### config.mk
export PLATFORM = sky130hd
export DESIGN_NAME = ped_front
export DESIGN_NICKNAME = d
export VERILOG_FILES = /design/src/ped_pkg.sv /design/src/ped_front.sv
export SDC_FILE = /design/constraint.sdc
export NUM_CORES = 1
export LEC_CHECK = 0
export BUFFER_PORTS_ARGS = -buffer_cell sky130_fd_sc_hd__buf_2
export CORE_MARGIN = 2
export CORE_UTILIZATION = 37
export CTS_BUF_LIST = sky130_fd_sc_hd__clkbuf_2 sky130_fd_sc_hd__clkbuf_4 sky130_fd_sc_hd__clkbuf_8
export CTS_CLUSTER_DIAMETER = 50
export DETAILED_ROUTE_END_ITERATION = 12
export PLACE_DENSITY = 0.82
export SLEW_MARGIN = 25
export SYNTH_ARGS = -nofsm -noshare
export SYNTH_HDL_FRONTEND = slang
export SYNTH_SLANG_ARGS = --single-unit
### constraint.sdc
create_clock -name clock -period 2.3 [get_ports clock]
set_input_delay 0.115 -clock clock [delete_from_list [all_inputs] [get_ports clock]]
set_output_delay 0.115 -clock clock [all_outputs]
set_load 0.01 [all_outputs]
### src/ped_pkg.sv
// Shared constants, codes and types of the palette error-diffusion dither.
`default_nettype none

package ped_pkg;

   // Longest supported row in pixels; the error line RAM holds one word per column.
   localparam int MAX_WIDTH = 4096;
   localparam int COL_W     = $clog2(MAX_WIDTH);
   localparam logic [COL_W-1:0] LAST_COL = COL_W'(MAX_WIDTH - 1);

   localparam int CHANNELS = 3;
   localparam int ERR_W    = 12;
   localparam int NEAR_AW  = 12;
   localparam int PAL_AW   = 8;
   localparam int COLOR_W  = 24;

   localparam int REQ_DATA_W = 64;
   localparam int REQ_USER_W = 3;
   localparam int RSP_DATA_W = 8;
   localparam int CSR_IDX_W  = 1;
   localparam int CSR_DATA_W = 1;

   localparam int QUEUE_DEPTH = 4;
   localparam int QPTR_W      = $clog2(QUEUE_DEPTH);

   // Action codes carried in the low bits of req_tuser.
   localparam logic [1:0] ACT_PIXEL = 2'd0;
   localparam logic [1:0] ACT_NEAR  = 2'd1;
   localparam logic [1:0] ACT_PAL   = 2'd2;
   localparam logic [1:0] ACT_RSVD  = 2'd3;

   // Configuration register indexes.
   localparam logic [CSR_IDX_W-1:0] CSR_DITHER = 1'b0;
   localparam logic [CSR_IDX_W-1:0] CSR_GREY   = 1'b1;

   // What the back end has to do with a queued beat.
   typedef enum logic [2:0] {
      K_PLAIN,
      K_DGREY,
      K_DRGB,
      K_WNEAR,
      K_WPAL
   } kind_type;

   typedef struct packed {
      kind_type             kind;
      logic                 first;
      logic [COL_W-1:0]     column;
      logic [7:0]           red;
      logic [7:0]           green;
      logic [7:0]           blue;
      logic [NEAR_AW-1:0]   addr;
      logic [COLOR_W-1:0]   data;
   } entry_type;

   typedef struct packed {
      logic clearing;
   } status_type;

endpackage

`default_nettype wire

### src/ped_front.sv
// Input side: accepts beats, tracks the column, classifies each beat for the back end.
`default_nettype none

module ped_front (
   input  wire logic                                clock,
   input  wire logic                                reset,
   input  wire logic                                req_tvalid,
   output logic                                     req_tready,
   input  wire logic [ped_pkg::REQ_DATA_W-1:0]      req_tdata,
   input  wire logic [ped_pkg::REQ_USER_W-1:0]      req_tuser,
   input  wire logic                                csr_we,
   input  wire logic [ped_pkg::CSR_IDX_W-1:0]       csr_index,
   input  wire logic [ped_pkg::CSR_DATA_W-1:0]      csr_wdata,
   input  wire ped_pkg::status_type                 back_status,
   input  wire logic                                q_full,
   output logic                                     q_push,
   output ped_pkg::entry_type                       q_entry
);

   logic                      dither_ff, dither_in;
   logic                      grey_ff, grey_in;
   logic [ped_pkg::COL_W-1:0] column_ff, column_in;

   logic                      accept;
   logic [1:0]                action;
   logic                      first;
   logic [7:0]                red, green, blue;
   logic [ped_pkg::NEAR_AW-1:0] table_addr;
   logic [ped_pkg::COLOR_W-1:0] table_data;
   logic [ped_pkg::COL_W-1:0] col_start;
   logic [ped_pkg::NEAR_AW-1:0] plain_idx;
   ped_pkg::kind_type         kind;

   assign action     = req_tuser[1:0];
   assign first      = req_tuser[2];
   assign red        = req_tdata[7:0];
   assign green      = req_tdata[15:8];
   assign blue       = req_tdata[23:16];
   assign table_addr = req_tdata[35:24];
   assign table_data = req_tdata[59:36];

   assign req_tready = !q_full && !back_status.clearing;
   assign accept     = req_tvalid && req_tready;
   assign q_push     = accept && (action != ped_pkg::ACT_RSVD);

   assign col_start = first ? '0 : column_ff;
   assign plain_idx = grey_ff ? {red[7:4], red[7:4], red[7:4]}
                              : {red[7:4], green[7:4], blue[7:4]};

   always_comb begin
      unique case (action)
         ped_pkg::ACT_PIXEL: begin
            if (!dither_ff) begin
               kind = ped_pkg::K_PLAIN;
            end else if (grey_ff) begin
               kind = ped_pkg::K_DGREY;
            end else begin
               kind = ped_pkg::K_DRGB;
            end
         end
         ped_pkg::ACT_NEAR: kind = ped_pkg::K_WNEAR;
         default:           kind = ped_pkg::K_WPAL;
      endcase
   end

   always_comb begin
      q_entry.kind   = kind;
      q_entry.first  = first;
      q_entry.column = col_start;
      q_entry.red    = red;
      q_entry.green  = green;
      q_entry.blue   = blue;
      q_entry.addr   = (kind == ped_pkg::K_PLAIN) ? plain_idx : table_addr;
      q_entry.data   = table_data;
   end

   always_comb begin
      dither_in = dither_ff;
      grey_in   = grey_ff;
      if (csr_we) begin
         unique case (csr_index)
            ped_pkg::CSR_DITHER: dither_in = csr_wdata[0];
            ped_pkg::CSR_GREY:   grey_in   = csr_wdata[0];
         endcase
      end
      column_in = column_ff;
      if (accept && (action == ped_pkg::ACT_PIXEL)) begin
         column_in = (col_start == ped_pkg::LAST_COL) ? '0 : col_start + 1'b1;
      end
   end

   always_ff @(posedge clock) begin
      if (reset) begin
         dither_ff <= 1'b1;
         grey_ff   <= 1'b0;
         column_ff <= '0;
      end else begin
         dither_ff <= dither_in;
         grey_ff   <= grey_in;
         column_ff <= column_in;
      end
   end

endmodule

`default_nettype wire

==> flow_summary.json <==
{
  "met1_length_um": 1500,
  "cts-root-buf": "clkbuf_8",
  "synth.most_common_cell": "buf_4",
  "synth_common_cells": "buf_4, a21oi_1, nand2_1, nor2_1, dfxtp_1",
  "drt_drc_violations_left": 0,
  "maxCapViolations": 0,
  "clk_latency_ns": 0.25,
  "dpl_worst_slack_ns": 0.403,
  "path_max_fanout": 6,
  "clock-sinks": 14,
  "hp-start": "csr_wdata",
  "pwr-share-clk_pct": 33.7,
  "p_leak_nw": 0.702,
  "p_per_area_nw_per_um2": 358,
  "ys.flop_type": "dfxtp_1",
  "top_layer_used": "met4",
  "grt_overflow_total": 0,
  "p_int_uw": 427,
  "viasPerCell": 5.11,
  "min_period_over_period_pct": 83.4,
  "layout_setup_ws_ns": 0.382,
  "nFillCells": 405,
  "swShare_pct": 27.3,
  "areaGrowthSynthToFinish_pct": 5.98,
  "antenna_found_initial": 0,
  "route.met3.wl_um": 276,
  "grt_pass1_vias": 1177,
  "die-area_um2": 4720,
  "fin_tns_setup_ns": 0,
  "crit_arrival_ns": 2.09,
  "hp-class": "input pin to flop",
  "syn_inst": 213,
  "worstPathRequired_ns": 2.47,
  "finalHoldViolCount": 0,
  "ys_warn_count": 0,
  "cts_tree": "done",
  "path_class": "flop to flop",
  "synth_area_per_cell_um2": 7.27,
  "met2_length_um": 1790,
  "gp_congestion": 0.894,
  "p_switching_uw": 160,
  "start_kind": "flop",
  "portBuffers": 76,
  "cts_max_path_buffers": 2,
  "synth_edf_count": 0,
  "r2r_setup_slack_ns": 0.38,
  "async_reset_ff_share_pct": 0,
  "worstReg2RegEnd": "column_ff[10]",
  "combPwrFrac_pct": 23.6,
  "max_freq_mhz": 521,
  "hold_depth": 2,
  "cts_buffers": 3,
  "boundaryPins": 153,
  "syn-cell-area_um2": 1550,
  "drt_pass1_iterations": 4,
  "pwr-share-seq_pct": 42.6,
  "maxSlewHeadroom_pct": 63.4,
  "worstMarginPinSlew_ns": 0.548,
  "nets": 312,
  "wl_per_cell_um": 12.7,
  "holdBufCountCts": 0,
  "routed_wl_um": 3610,
  "grt_start_max_net_pins": 27,
  "drive_gt1_share_pct": 38.0,
  "endpoint_kind": "flop",
  "setup_viol_count_final": 0,
  "dp.final_hpwl_um": 2790,
  "final_util_pct": 41.0,
  "grt_first_pass_wirelength_um": 5270,
  "worst_hold_path.endpoint": "dither_ff",
  "yosysTopAreaCellShare_pct": 23.8,
  "cts_setup_buffers": 0,
  "htreeDepth": 1,
  "rsz0062_at_grt": "false",
  "multi_input_area_um2": 831,
  "regArea_um2": 280,
  "reg2reg_depth": 6,
  "clk_pin_slew_ns": 0.06,
  "vias": 1452,
  "netlist.top_cell.by_area": "buf_4",
  "r2r_start": "column_ff[0]",
  "row_count": 23,
  "placed_cells": 281,
  "fin_cells": 284,
  "vdd_drop_max_mv": 0.190,
  "ys_seq_area_share_pct": 18.1,
  "diodes": 0,
  "maxSlewViolCount": 0,
  "die_w_um": 68.7,
  "drt_iter0_markers": 88,
  "synth.distinct_cells": 42,
  "drtAntennaViolNets": 0,
  "status": "finished, final reports clean",
  "die_h_um": 68.7,
  "finalCriticalPeriod_ns": 1.92,
  "initial_core_util_pct": 38.7,
  "skew_ns": 0.00396,
  "netlist_top_cells_area": "buf_4, dfxtp_1, a21oi_1, mux2i_1, nor2b_1",
  "core_um2": 4000,
  "ctsResizeCount": 0,
  "ys_seq_elements": 14,
  "synthesis.nets": 289,
  "grt_use_total_pct": 14.5
}
-- layout by cell type, fill, tap and decap left out --
| master | count |
|---|---|
| buf_2 | 76 |
| nand2_1 | 16 |
| or3b_1 | 1 |
| or4_1 | 3 |
| or2_2 | 1 |
| or3_1 | 2 |
| dfxtp_1 | 14 |
| or2_1 | 1 |
| and4_1 | 1 |
| nor2b_1 | 13 |
| o2111ai_1 | 1 |
| nor4b_1 | 1 |
| nand3b_1 | 3 |
| a311oi_1 | 1 |
| a41oi_1 | 1 |
| and2_0 | 1 |
| ha_1 | 1 |
| nand4b_1 | 2 |
| and3_1 | 1 |
| a211o_1 | 3 |
| and2_1 | 1 |
| mux2i_1 | 9 |
| mux2_2 | 4 |
| or4b_1 | 1 |
| clkbuf_8 | 3 |
| a31o_2 | 1 |
| inv_1 | 4 |
| buf_4 | 4 |
| nor4_1 | 1 |
| xnor2_1 | 1 |
| a31oi_1 | 3 |
| o21ai_0 | 5 |
| a21oi_1 | 21 |
| o31ai_1 | 4 |
| nand3_1 | 7 |
| nand2b_1 | 3 |
| and4b_1 | 2 |
| o31a_1 | 1 |
| nor2_1 | 15 |
| nor3_1 | 1 |
-- layout make-up --
type / instances / share of cell area [%]
Multi-Input combinational cell: 133 / 50.6
Clock buffer: 3 / 2.52
Timing Repair Buffer: 80 / 25.0
Sequential cell: 14 / 17.1
Tap cell: 50 / 3.81
Inverter: 4 / 0.915
-- per-layer routing --
| layer | up-vias | GRT usage (%) |
|---|---|---|
| li1 | 732 | - |
| met1 | 645 | 17.4 |
| met2 | 69 | 24.6 |
| met3 | 6 | 3.90 |
| met4 | 0 | 5.50 |
| met5 | - | 0 |
-- through the flow --
stage                     power, mW  hold WS [ns]  area [um2]
after floorplan               0.402         0.184        1550
after global placement        0.393         0.230        1600
after detailed placement      0.395         0.230        1600
after CTS                     0.598        0.0907        1640
after global routing          0.620         0.108        1640
final                         0.588        0.0971        1640
-- state kept, by name, indices dropped and copies added (netlist names) --
name / cells
column_ff: 12
grey_ff: 1
dither_ff: 1
-- worst max path at each step --
stage | startpoint | end | slack, ns | cells past startpoint
after global routing | column_ff[0] | column_ff[10] | 0.21 | 6
final | column_ff[0] | column_ff[10] | 0.38 | 6
after detailed placement | column_ff[0] | column_ff[10] | 0.40 | 6
after CTS | column_ff[0] | column_ff[10] | 0.38 | 6
after global placement | column_ff[0] | column_ff[10] | 0.46 | 6
after floorplan | req_tuser[2] | column_ff[8] | 0.32 | 8
-- worst max-delay path, stage by stage, from the launching register on --
cell and delay [ns]:
dfxtp_1 0.38, nor2b_1 0.22, ha_1 0.25, and2_0 0.30
nand3_1 0.13, or4_1 0.41, a21oi_1 0.15
-- cells by family (layout without fill, tap and decap cells) --
logic type               after synthesis  after routing  share of synthesized area, %
AO/OA/AOI/OAI                         41             41                          16.1
XOR/XNOR                               1              1                         0.566
adder cells (fa/ha/maj)                1              1                         0.808
buffers and inverters                 66             87                          28.2
flip-flops                            14             14                          18.1
multiplexers                          13             13                          8.73
AND/OR/NAND/NOR                       77             77                          27.5
-- power by group through the flow --
stage,Clock [mW],Combinational (mW),Sequential (mW)
2_1_floorplan,0,0.151,0.252
3_3_place_gp,0,0.138,0.256
3_5_place_dp,0,0.140,0.256
4_1_cts,0.207,0.140,0.250
5_1_grt,0.214,0.155,0.251
6_report,0.198,0.139,0.250
Note: power is estimated with default switching activity, not from simulation.
