[src/ped_pkg.sv]
// Shared constants, codes and types of the palette error-diffusion dither.
`default_nettype none

package ped_pkg;

   // Longest supported row in pixels; the error line RAM holds one word per column.
   localparam int MAX_WIDTH = 4096;
   localparam int COL_W     = $clog2(MAX_WIDTH);
   localparam logic [COL_W-1:0] LAST_COL = COL_W'(MAX_WIDTH - 1);

   localparam int CHANNELS = 3;
   localparam int ERR_W    = 12;
   localparam int NEAR_AW  = 12;
   localparam int PAL_AW   = 8;
   localparam int COLOR_W  = 24;

   localparam int REQ_DATA_W = 64;
   localparam int REQ_USER_W = 3;
   localparam int RSP_DATA_W = 8;
   localparam int CSR_IDX_W  = 1;
   localparam int CSR_DATA_W = 1;

   localparam int QUEUE_DEPTH = 4;
   localparam int QPTR_W      = $clog2(QUEUE_DEPTH);

   // Action codes carried in the low bits of req_tuser.
   localparam logic [1:0] ACT_PIXEL = 2'd0;
   localparam logic [1:0] ACT_NEAR  = 2'd1;
   localparam logic [1:0] ACT_PAL   = 2'd2;
   localparam logic [1:0] ACT_RSVD  = 2'd3;

   // Configuration register indexes.
   localparam logic [CSR_IDX_W-1:0] CSR_DITHER = 1'b0;
   localparam logic [CSR_IDX_W-1:0] CSR_GREY   = 1'b1;

   // What the back end has to do with a queued beat.
   typedef enum logic [2:0] {
      K_PLAIN,
      K_DGREY,
      K_DRGB,
      K_WNEAR,
      K_WPAL
   } kind_type;

   typedef struct packed {
      kind_type             kind;
      logic                 first;
      logic [COL_W-1:0]     column;
      logic [7:0]           red;
      logic [7:0]           green;
      logic [7:0]           blue;
      logic [NEAR_AW-1:0]   addr;
      logic [COLOR_W-1:0]   data;
   } entry_type;

   typedef struct packed {
      logic clearing;
   } status_type;

endpackage

`default_nettype wire

[src/ped_queue.sv]
// Short queue of classified beats between the front and the back end.
`default_nettype none

module ped_queue (
   input  wire logic                clock,
   input  wire logic                reset,
   input  wire logic                push,
   input  wire ped_pkg::entry_type  push_entry,
   input  wire logic                pop,
   output logic                     full,
   output logic                     empty,
   output ped_pkg::entry_type       head
);

   ped_pkg::entry_type         slot_ff [ped_pkg::QUEUE_DEPTH];
   logic [ped_pkg::QPTR_W-1:0] wr_ptr_ff, wr_ptr_in;
   logic [ped_pkg::QPTR_W-1:0] rd_ptr_ff, rd_ptr_in;
   logic [ped_pkg::QPTR_W:0]   count_ff, count_in;

   localparam logic [ped_pkg::QPTR_W-1:0] LAST_SLOT =
      ped_pkg::QPTR_W'(ped_pkg::QUEUE_DEPTH - 1);

   assign full  = (count_ff == (ped_pkg::QPTR_W + 1)'(ped_pkg::QUEUE_DEPTH));
   assign empty = (count_ff == '0);
   assign head  = slot_ff[rd_ptr_ff];

   always_comb begin
      wr_ptr_in = wr_ptr_ff;
      rd_ptr_in = rd_ptr_ff;
      count_in  = count_ff;
      if (push) begin
         wr_ptr_in = (wr_ptr_ff == LAST_SLOT) ? '0 : wr_ptr_ff + 1'b1;
      end
      if (pop) begin
         rd_ptr_in = (rd_ptr_ff == LAST_SLOT) ? '0 : rd_ptr_ff + 1'b1;
      end
      if (push && !pop) begin
         count_in = count_ff + 1'b1;
      end else if (pop && !push) begin
         count_in = count_ff - 1'b1;
      end
   end

   always_ff @(posedge clock) begin
      if (reset) begin
         wr_ptr_ff <= '0;
         rd_ptr_ff <= '0;
         count_ff  <= '0;
      end else begin
         wr_ptr_ff <= wr_ptr_in;
         rd_ptr_ff <= rd_ptr_in;
         count_ff  <= count_in;
      end
      if (push) begin
         slot_ff[wr_ptr_ff] <= push_entry;
      end
   end

endmodule

`default_nettype wire

[config.mk]
export PLATFORM = sky130hd
export DESIGN_NAME = ped_queue
export DESIGN_NICKNAME = d
export VERILOG_FILES = /design/src/ped_pkg.sv /design/src/ped_queue.sv
export SDC_FILE = /design/constraint.sdc
export NUM_CORES = 1
export LEC_CHECK = 0
export BUFFER_PORTS_ARGS = -buffer_cell sky130_fd_sc_hd__buf_2
export CAP_MARGIN = 5
export CORE_UTILIZATION = 55
export CTS_BUF_LIST = sky130_fd_sc_hd__clkbuf_16
export DETAILED_ROUTE_END_ITERATION = 8
export GPL_TIMING_DRIVEN = 0
export PLACE_DENSITY = 0.77
export SETUP_SLACK_MARGIN = 0.05
export SYNTH_ARGS = -nofsm -noshare
export SYNTH_HDL_FRONTEND = slang
export SYNTH_SLANG_ARGS = --single-unit
[constraint.sdc]
create_clock -name clock -period 4.1 [get_ports clock]
set_clock_uncertainty 0.05 [all_clocks]
set_input_delay 0.615 -clock clock [delete_from_list [all_inputs] [get_ports clock]]
set_output_delay 0.615 -clock clock [all_outputs]
set_load 0.03 [all_outputs]
==> impl_results.md, run 1 <==
* Status: completed
* Share of cells above drive strength 1 at 44.82%
* Clk sinks at 313
* Initial antenna violation count at 1
* Area taken by multi-input logic gates at 1967 sq um
* Syn Nets at 528
* Crit-path slowest cell: dfxtp_1
* Synth cell types at 20
* Drt first pass iters at 6
* Async set-reset flop share out of synthesis at 0%
* First-pass GRT wire length at 31360 um
* Initial Utilization at 56.41%
* Synth top area share at 79.72%
* # H-tree levels at 1
* Post-DR vias/cell at 5.620
* Final Wtd Congestion at just under 0.7
* Die W at 146.3 um
* Syn_area_per_cell at around 26 sq um
* Post-route setup slack at 1.309 ns
* Largest net degree at the start of global routing at 47
* Most used cell, CP: buf_2
* Leakage power at 4.647 nW
* Area growth syn-to-layout at 18.53%
* Slew @ Worst Pin at 0.6529 ns
* CP required at ~3.4 ns
* Setup Fix Bufs, Post-CTS at 0
* Seq/Total Area, Yosys at 81.29%
* Worst Path Max Fanout at 10
* Initial DRC Count at 314
* Worst-skew pair later-pin latency at 0.54 ns
* Clock slew at reported path FFs at 0.06 ns
* Fin. Hold Viols at 0
* Peak Freq at 358.2 MHz
* Synth cell count leaders: 304 x edfxtp_1, 76 x mux4_2, 9 x dfxtp_1
* Clock buffer depth at 3
* # nets final at 722
* Minimum clock period at around 2.8 ns
* RSZ-0062 raised after global routing: no
* Setup crit end: head[27]
* Max_cap viols at 0
* CTS tree: built
* Routed Antenna Nets at 0
* Total grt overflow at 0
* Reg area at 9309 sq um
* IO buf count at 157
* Tightest Hold Check Type: in2reg
* Vert. Die Dim at 146.3 um
* Crit path cell chain: buf_2 > buf_2 > mux4_2 > buf_2
* CTS Buf Count at 31
* All-Layer GR Usage at 19.51%
* # resized after CTS at 0
* R2R Path Start: wr_ptr_ff[0]$_SDFFE_PP0P_
* Via count at 5210
* Wire per inst at 22.07 um
* Synthesized cell area at 11450 sq um
* Top_reg_cell synth: edfxtp_1
* Top cells by area, synth: edfxtp_1 80%, mux4_2 15%, dfxtp_1 1.6%
* Hold buffers post-CTS at 0
* Relative slew slack at a little under three fifths
* Tot Pwr at 6.929 mW
* Period Utilization, post-route at 68.08%
* I/O pin cnt at about 160
* Pre-CTS WS at between 1.5 and 2 ns
* Crit path DAT at 2.13 ns
* Fillers at 1327
* Row Count at 52
* Yosys warns at 0
* Root Buffer: clkbuf_16
* Hold Slack at ~0.24 ns
* Vias in the first global route at about 5.6k
* CP endpoint kind: output port
* DP HPWL at 12480 um
* Largest area contributor in the netlist: edfxtp_1
* Worst reg2reg setup slack at between 2 and 2.5 ns
* Syn Inst Count at 441
* CP Launch Type: register
* WS Path Type: reg2out
* Core area at 20300 sq um
* RR Endpoint: slot_ff[3][17]$_DFFE_PP_
* Slew Limit Fails at 0
* Die footprint at 21400 sq um
* Pwr dens at around 510 nW/um^2
* CP peak stage delay at 0.39 ns
* Setup-failing EPs final at 0
* Total wire length at 20460 um
* Cell with the most instances after synthesis: edfxtp_1
* Synthesis-stage register bit count at approximately 310
* R2R depth at 3
* Post-synth EDFFs at 304
* # DRC at 0
* IR drop worst, VDD at between 0.3 and 0.4 mV
cell families (layout without fill, tap and decap cells):
| logic type | count (synthesis) | after routing | share of synthesized area, % |
|---|---|---|---|
| AO/OA/AOI/OAI | 3 | 3 | 0.1311 |
| XOR/XNOR | 2 | 2 | 0.1530 |
| adder cells (fa/ha/maj) | 7 | 7 | 0.8304 |
| buffers and inverters | 21 | 236 | 1.617 |
| flip-flops | 313 | 313 | 81.29 |
| multiplexers | 80 | 80 | 15.30 |
| other | 0 | 1 | 0 |
| AND/OR/NAND/NOR | 15 | 15 | 0.6774 |
layer usage:
metal / GRT usage [%] / up-vias / routed length, um / share of wire (%)
li1: - / 2278 / - / -
met1: 25.89 / 2720 / 8253 / 40
met2: 33.55 / 180 / 10670 / 52
met5: 0 / - / 0 / 0
met3: 3.469 / 32 / 1175 / 5.7
met4: 5.521 / 0 / 352 / 1.7
worst min-delay path by stage:
stage / start / endpoint / slack [ns] / cells past startpoint
floorplan: count_ff[2]$_SDFFE_PP0P_ / count_ff[2]$_SDFFE_PP0P_ / 0.41 / 2
global placement: count_ff[2]$_SDFFE_PP0P_ / count_ff[2]$_SDFFE_PP0P_ / 0.43 / 2
detailed placement: count_ff[2]$_SDFFE_PP0P_ / count_ff[2]$_SDFFE_PP0P_ / 0.45 / 2
CTS: push_entry[65] / slot_ff[1][65]$_DFFE_PP_ / 0.22 / 1
global route: push_entry[31] / slot_ff[2][31]$_DFFE_PP_ / 0.22 / 1
finish: push_entry[31] / slot_ff[2][31]$_DFFE_PP_ / 0.24 / 1
placed cells by master, fill, tap and decap left out, drive strengths merged:
master  synthesis  layout
a21oi           2       2
and2            4       4
buf            17     178
clkbuf          0      31
clkinv          0      15
dfxtp           9       9
diode           0       1
edfxtp        304     304
fa              1       1
ha              6       6
inv             4      12
mux2i           4       4
mux4           76      76
nor2            7       7
nor3            1       1
nor3b           2       2
o21ai           1       1
or3             1       1
xor2            2       2
critical path: cells and delay by family, from the launching register on:
family | cells | cell delay [ns]
buf+inv | 3 | 0.83
mux | 1 | 0.37
flops | 1 | 0.39
area by class of cell:
class	instances	share of cell area [%]
clock inverter	23	0.7375
tap	270	2.489
antenna	1	0.01844
timing repair buffer	161	6.600
sequential	313	68.58
multi-input combinational	107	14.49
buffer	17	1.254
inverter	4	0.1106
clock buffer	31	5.715
per-stage QoR:
step	cells	util [%]	instance area (sq um)	setup TNS (ns)
CTS	926	66.85	13570	0
detailed placement	872	62.54	12690	0
global placement	868	61.95	12570	-59.91
finish	927	66.86	13570	0
global route	927	66.86	13570	0
floorplan	441	-	11450	0
registers in the layout (all words and copies together) (netlist names), named ones only:
| name | flops |
|---|---|
| rd_ptr_ff | 2 |
| slot_ff | 304 |
| count_ff | 3 |
| wr_ptr_ff | 2 |
power by group:
part | switching [mW] | internal [mW]
Clock | 1.09 | 1.36
Combinational | 0.485 | 0.291
Sequential | 0.0403 | 3.66
Power figures use the tool's default switching activity.
==> run 2, diff against run 1 <==
clock period = 2.6 ns   (was 4.1 ns; I/O delays follow)
==> run 2 against run 1 <==
  * Final area grew 2.1%
  * Final cell count grew 2.6%
  * Sequential share of layout area is 1.4 points lower
  * Routed wire length shrank 0.13%
  * Flip-flop and latch count unchanged
  * Critical path type unchanged
==> impl_results.md, run 2 (same netlist as run 1, synthesis figures left out) <==
* Root Buffer: clkbuf_16
* RR Endpoint: slot_ff[3][25]$_DFFE_PP_
* CP required at 2.16 ns (-1.27 ns)
* Row Count at 52 (unchanged)
* Hold path depth at 1 (unchanged)
* Fin. Hold Viols at 0 (unchanged)
* Final Util at 68.26% (+1.4 points)
* Core area at 20300 sq um (unchanged)
* Antenna cells at 0 (-1)
* CP endpoint kind: output port
* Post-DR vias/cell at 5.593 (-0.48%)
* Final Wtd Congestion at 0.7221 (+5.2%)
* Routed Antenna Nets at 0 (unchanged)
* WS Path Type: reg2out
* Drt first pass iters at 4 (-2)
* Most frequent cells in the layout: 304 x edfxtp_1, 160 x buf_2, 76 x mux4_2, 31 x clkbuf_16, 26 x dlygate4sd3_1
* Buf+Inv Stages, Crit Path at 4 (+1)
* Hold Slack at 0.01535 ns (-0.2277 ns)
* Largest regs: slot_ff: 304 flops, count_ff: 3 flops
* IO buf count at 157 (unchanged)
* First-pass GRT wire length at 31970 um (+1.9%)
* CTS Buf Count at 30 (-3.2%)
* Final instance area at 13860 sq um (+2.1%)
* Crit path cell chain: buf_6 > buf_12 > buf_12 > mux4_2 > buf_2
* Via count at 5319 (+2.1%)
* Setup-failing EPs final at 0 (unchanged)
* Pre-CTS WS at 0.5531 ns (-1.273 ns)
* Worst reg2reg setup slack at 0.63 ns (-1.55 ns)
* Slew @ Worst Pin at 0.7309 ns (+0.07803 ns)
* Slew Limit Fails at 0 (unchanged)
* Minimum clock period at about 2.5 ns
* R2R depth at 3 (unchanged)
* # nets final at 747 (+3.5%)
* Status: completed
* R2R Path Start: wr_ptr_ff[0]$_SDFFE_PP0P_
* CTS tree: built
* Clk sinks at 313 (unchanged)
* Vias in the first global route at 5740 (+2.8%)
* Crit path DAT at 2.03 ns (-0.10 ns)
* Commonest non-fill, non-tap cell in the layout: edfxtp_1
* Die W at 146.3 um (unchanged)
* Period Utilization, post-route at 95.01%
* Placed Instance Area at 12680 sq um (-0.12%)
* Leakage power at 4.762 nW (+2.5%)
* Crit-path slowest cell: mux4_2
* # DRC at 0 (unchanged)
* Post-route setup slack at 0.1298 ns (-1.179 ns)
* # H-tree levels at 1 (unchanged)
* Most used cell, CP: buf_12
* Initial DRC Count at 263 (-16%)
* Worst Path Max Fanout at 10 (unchanged)
* WHS Endpoint: slot_ff[2][41]$_DFFE_PP_
* IR drop worst, VDD at 0.6168 mV (+65%)
* Die footprint at 21400 sq um (unchanged)
* Clock slew at reported path FFs at 0.06 ns (about the same)
* Vert. Die Dim at 146.3 um (unchanged)
* Post-route setup TNS at 0 ns (unchanged)
* Clock buffer depth at 3 (unchanged)
* Largest register FFs at 304 (unchanged)
* I/O pin cnt at 158 (unchanged)
* Initial Utilization at 56.41% (unchanged)
* Pwr dens at 796.0 nW/um^2 (+56%)
* Share of cells above drive strength 1 at 43.76% (-1.1 points)
* Total wire length at 20430 um (-0.13%)
* CP peak stage delay at 0.53 ns (+0.14 ns)
* All-Layer GR Usage at 19.85% (+0.34 points)
* Wire per inst at 21.48 um (-2.6%)
* RSZ-0062 raised after global routing: no
* Max_cap viols at 0 (unchanged)
* CP Launch Type: register
* Area growth syn-to-layout at 21.00%
* Tightest Hold Check Type: in2reg
* Largest Register: slot_ff
* Hold Crit Start: push_entry[41]
* Tot Pwr at 11.03 mW (+59%)
* Initial antenna violation count at 1 (unchanged)
* Total grt overflow at 0 (unchanged)
* Relative slew slack at 51.27% (-5.2 points)
* DP Cell Count at 872 (unchanged)
* Peak Freq at 404.8 MHz
* Worst-skew pair later-pin latency at 0.54 ns (about the same)
* CP top delay family: buffers and inverters
* Largest net degree at the start of global routing at 58 (+23%)
* Cell Count, Final, Fillers Out at 951 (+2.6%)
* DP HPWL at 12140 um (-2.7%)
[run 2: cell types whose count changed in the layout (fill, tap and decap cells not counted), sizes merged]
cell / previous run / this run
clkinvlp: 0 / 2
inv: 12 / 11
bufinv: 0 / 1
diode: 1 / 0
clkbuf: 31 / 36
clkinv: 15 / 12
buf: 178 / 173
dlygate4sd3: 0 / 26
[run 2: worst max path at each step]
stage / slack [ns] / start / depth (start not counted) / to
after floorplan: 0.61 / wr_ptr_ff[0]$_SDFFE_PP0P_ / 2 / slot_ff[3][0]$_DFFE_PP_
after global placement: -0.1 / push / 2 / slot_ff[0][45]$_DFFE_PP_
after detailed placement: 0.55 / register / 4 / head[20]
after CTS: -0.02 / register / 4 / head[33]
after global routing: 0.06 / register / 5 / head[25]
final: 0.13 / register / 5 / head[20]
[run 2: area by class of cell]
class	instances	area [sq um]
Sequential cell	313	9309
Fill cell	1280	6444
Multi-Input combinational cell	107	1967
Timing Repair Buffer	187	1141
Clock buffer	31	775.7
Tap cell	270	337.8
Buffer	17	186.4
Clock inverter	22	123.9
Inverter	4	15.01
[run 2: routing by layer]
metal  track usage [%]  vias up  part of all wire, %
li1                  -     2319                    -
met1             26.10     2787                   41
met2             34.67      181                   52
met3             3.562       32                  5.4
met4             4.948        0                  1.8
met5                 0        -                    0
[run 2: power breakdown]
group | internal [mW] | total, mW | switching [mW]
clock | 2.23 | 3.93 | 1.70
sequential | 5.78 | 5.84 | 0.0608
combinational | 0.484 | 1.26 | 0.775
total | 8.49 | 11.0 | 2.53
[run 2: repair_timing]
item	4_1_cts	5_1_grt
hold endpoints to repair	99	0
gates resized for setup	3	5
buffers inserted	0	0
hold buffers	26	0
setup endpoints to repair	67	40
==> run 3, diff against run 2 <==
CORE_UTILIZATION = 51   (was 55)
PLACE_DENSITY = 0.75   (was 0.77)
clock period = 2.1 ns   (was 2.6 ns; I/O delays follow)
==> run 3 against run 2 <==
  * The flow now finishes with violations (setup timing)
  * Critical path type unchanged
  * Flip-flop and latch count unchanged
  * Count of clock-buffer cells in the layout is the same
  * Sequential share of layout area decreased by 5.4 points
  * Critical path depth did not move
  * Highest routed layer unchanged
  * Combinational power up 52%
  * Final cell count up 7.7%
==> impl_results.md, run 3 (same netlist as run 1, synthesis figures left out) <==
* Status: finished, violations left
* Violated checks: setup timing
* CP peak stage delay at 0.54 ns (about the same)
* Clock slew at reported path FFs at 0.06 ns (about the same)
* Via count at 5476 (+3.0%)
* Antenna cells at 0 (unchanged)
* Total grt overflow at 0 (unchanged)
* Relative slew slack at 61.61% (+10 points)
* Worst-skew pair later-pin latency at 0.53 ns (about the same)
* Placed Instance Area at 12710 sq um (+0.22%)
* Largest Register: slot_ff
* CP endpoint kind: output port
* Drt first pass iters at 4 (unchanged)
* Row Count at 54 (+3.8%)
* RSZ-0062 raised after global routing: yes
* Area growth syn-to-layout at 31.58%
* Clock buffer depth at 3 (unchanged)
* # DRC at 0 (unchanged)
* CP Launch Type: register
* Final instance area at 15070 sq um (+8.7%)
* Post-DR vias/cell at 5.348 (-4.4%)
* Pwr dens at 959.4 nW/um^2 (+21%)
* Final Util at 68.83% (+0.57 points)
* Leakage power at 5.246 nW (+10%)
* Slew Limit Fails at 0 (unchanged)
* Vert. Die Dim at 151.8 um (+3.8%)
* Fin. Hold Viols at 0 (unchanged)
* CP required at 1.74 ns (-0.42 ns)
* Commonest non-fill, non-tap cell in the layout: edfxtp_1
* Initial Utilization at 52.31% (-4.1 points)
* # nets final at 809 (+8.3%)
* Final Wtd Congestion at 0.7396 (+2.4%)
* All-Layer GR Usage at 18.50% (-1.4 points)
* Most frequent cells in the layout: 304 x edfxtp_1, 104 x buf_2, 77 x dlygate4sd3_1, 76 x mux4_2, 59 x buf_6
* Worst Path Max Fanout at 6 (-4)
* Most used cell, CP: buf_12
* Initial DRC Count at 272 (+3.4%)
* Tot Pwr at 14.45 mW (+31%)
* Hold Slack at 0.09837 ns (+0.08302 ns)
* Fillers at 1352 (+5.6%)
* IO buf count at 157 (unchanged)
* Largest register FFs at 304 (unchanged)
* Crit path DAT at 1.99 ns (-0.04 ns)
* I/O pin cnt at 158 (unchanged)
* Die W at 151.8 um (+3.8%)
* Setup-failing EPs final at 76 (+76)
* Core area at 21890 sq um (+7.8%)
* Largest net degree at the start of global routing at 44 (-24%)
* CTS Buf Count at 30 (unchanged)
* Slew @ Worst Pin at 0.5758 ns (-0.1551 ns)
* Tightest Hold Check Type: in2reg
* Vias in the first global route at 6061 (+5.6%)
* Die footprint at 23060 sq um (+7.7%)
* # H-tree levels at 1 (unchanged)
* Initial antenna violation count at 0 (-1)
* Max_cap viols at 0 (unchanged)
* Largest regs: slot_ff: 304 flops, count_ff: 3 flops
* WS Path Type: reg2out
* Total wire length at 21530 um (+5.4%)
* Minimum clock period at roughly 2.4 ns
* DP HPWL at 12160 um (+0.19%)
* Root Buffer: clkbuf_16
* CTS tree: built
* Period Utilization, post-route at 112.1%
* Peak Freq at 424.7 MHz
* Routed Antenna Nets at 0 (unchanged)
* Clk sinks at 313 (unchanged)
* IR drop worst, VDD at 0.6279 mV (+1.8%)
* Share of cells above drive strength 1 at 42.34% (-1.4 points)
* Crit path cell chain: buf_12 > buf_12 > buf_12 > mux4_2 > buf_6
* Post-route setup slack at -0.2545 ns (-0.3843 ns)
* Crit-path slowest cell: mux4_2
* Wire per inst at 21.03 um (-2.1%)
* First-pass GRT wire length at 32860 um (+2.8%)
-- run 3: metrics by stage --
step / setup TNS (ns) / cells / worst slack (ns)
floorplan: 0 / 441 / 0.1139
global placement: -166.96 / 878 / -0.5667
detailed placement: 0 / 882 / 0.1384
CTS: -17.95 / 1016 / -0.2837
global route: -20.27 / 1024 / -0.3144
finish: -14.97 / 1024 / -0.2545
-- run 3: cell type report --
class	instances	area (sq um)	area share (%)
plain buffers	17	215.2	1.428
flip-flops and latches	313	9310	61.79
clock inverters	23	210.2	1.395
repair buffers	249	2223	14.76
clock buffers	31	775.7	5.149
well taps	280	350.3	2.325
multi-input cells	107	1967	13.05
inverters	4	15.01	0.09965
-- run 3: path summary, 6_finish.rpt --
kind	from	slack, ns	to	cells past startpoint
min reg2reg	count_ff[2]$_SDFFE_PP0P_	0.48	count_ff[2]$_SDFFE_PP0P_	2
min	pop	0.1	rd_ptr_ff[1]$_SDFFE_PP0P_	3
max	register	-0.25	head[54]	5
max reg2reg	wr_ptr_ff[0]$_SDFFE_PP0P_	0.23	slot_ff[3][44]$_DFFE_PP_	3
-- run 3: repair_timing --
item	4_1_cts	5_1_grt
hold buffers	77	0
gates cloned	1	5
endpoints found under the setup margin	76	76
gates resized for setup	101	39
setup buffers	2	3
hold endpoints to repair	309	0
-- run 3: critical path: cells and delay by family (launching register included) --
kind                   cells  cell delay, ns
buffers and inverters      4            0.58
DFF                        1            0.34
muxes                      1            0.54
-- run 3: power by group --
| part | switching (mW) | total, mW | internal (mW) |
|---|---|---|---|
| Combinational | 1.03 | 1.92 | 0.893 |
| Clock | 2.16 | 5.30 | 3.15 |
| Sequential | 0.0764 | 7.23 | 7.15 |
-- run 3: metal layers --
metal / track usage (%) / wire, um
met4: 4.381 / 326
met1: 22.91 / 8470
met3: 3.480 / 1209
met5: 0 / 0
met2: 33.61 / 11530
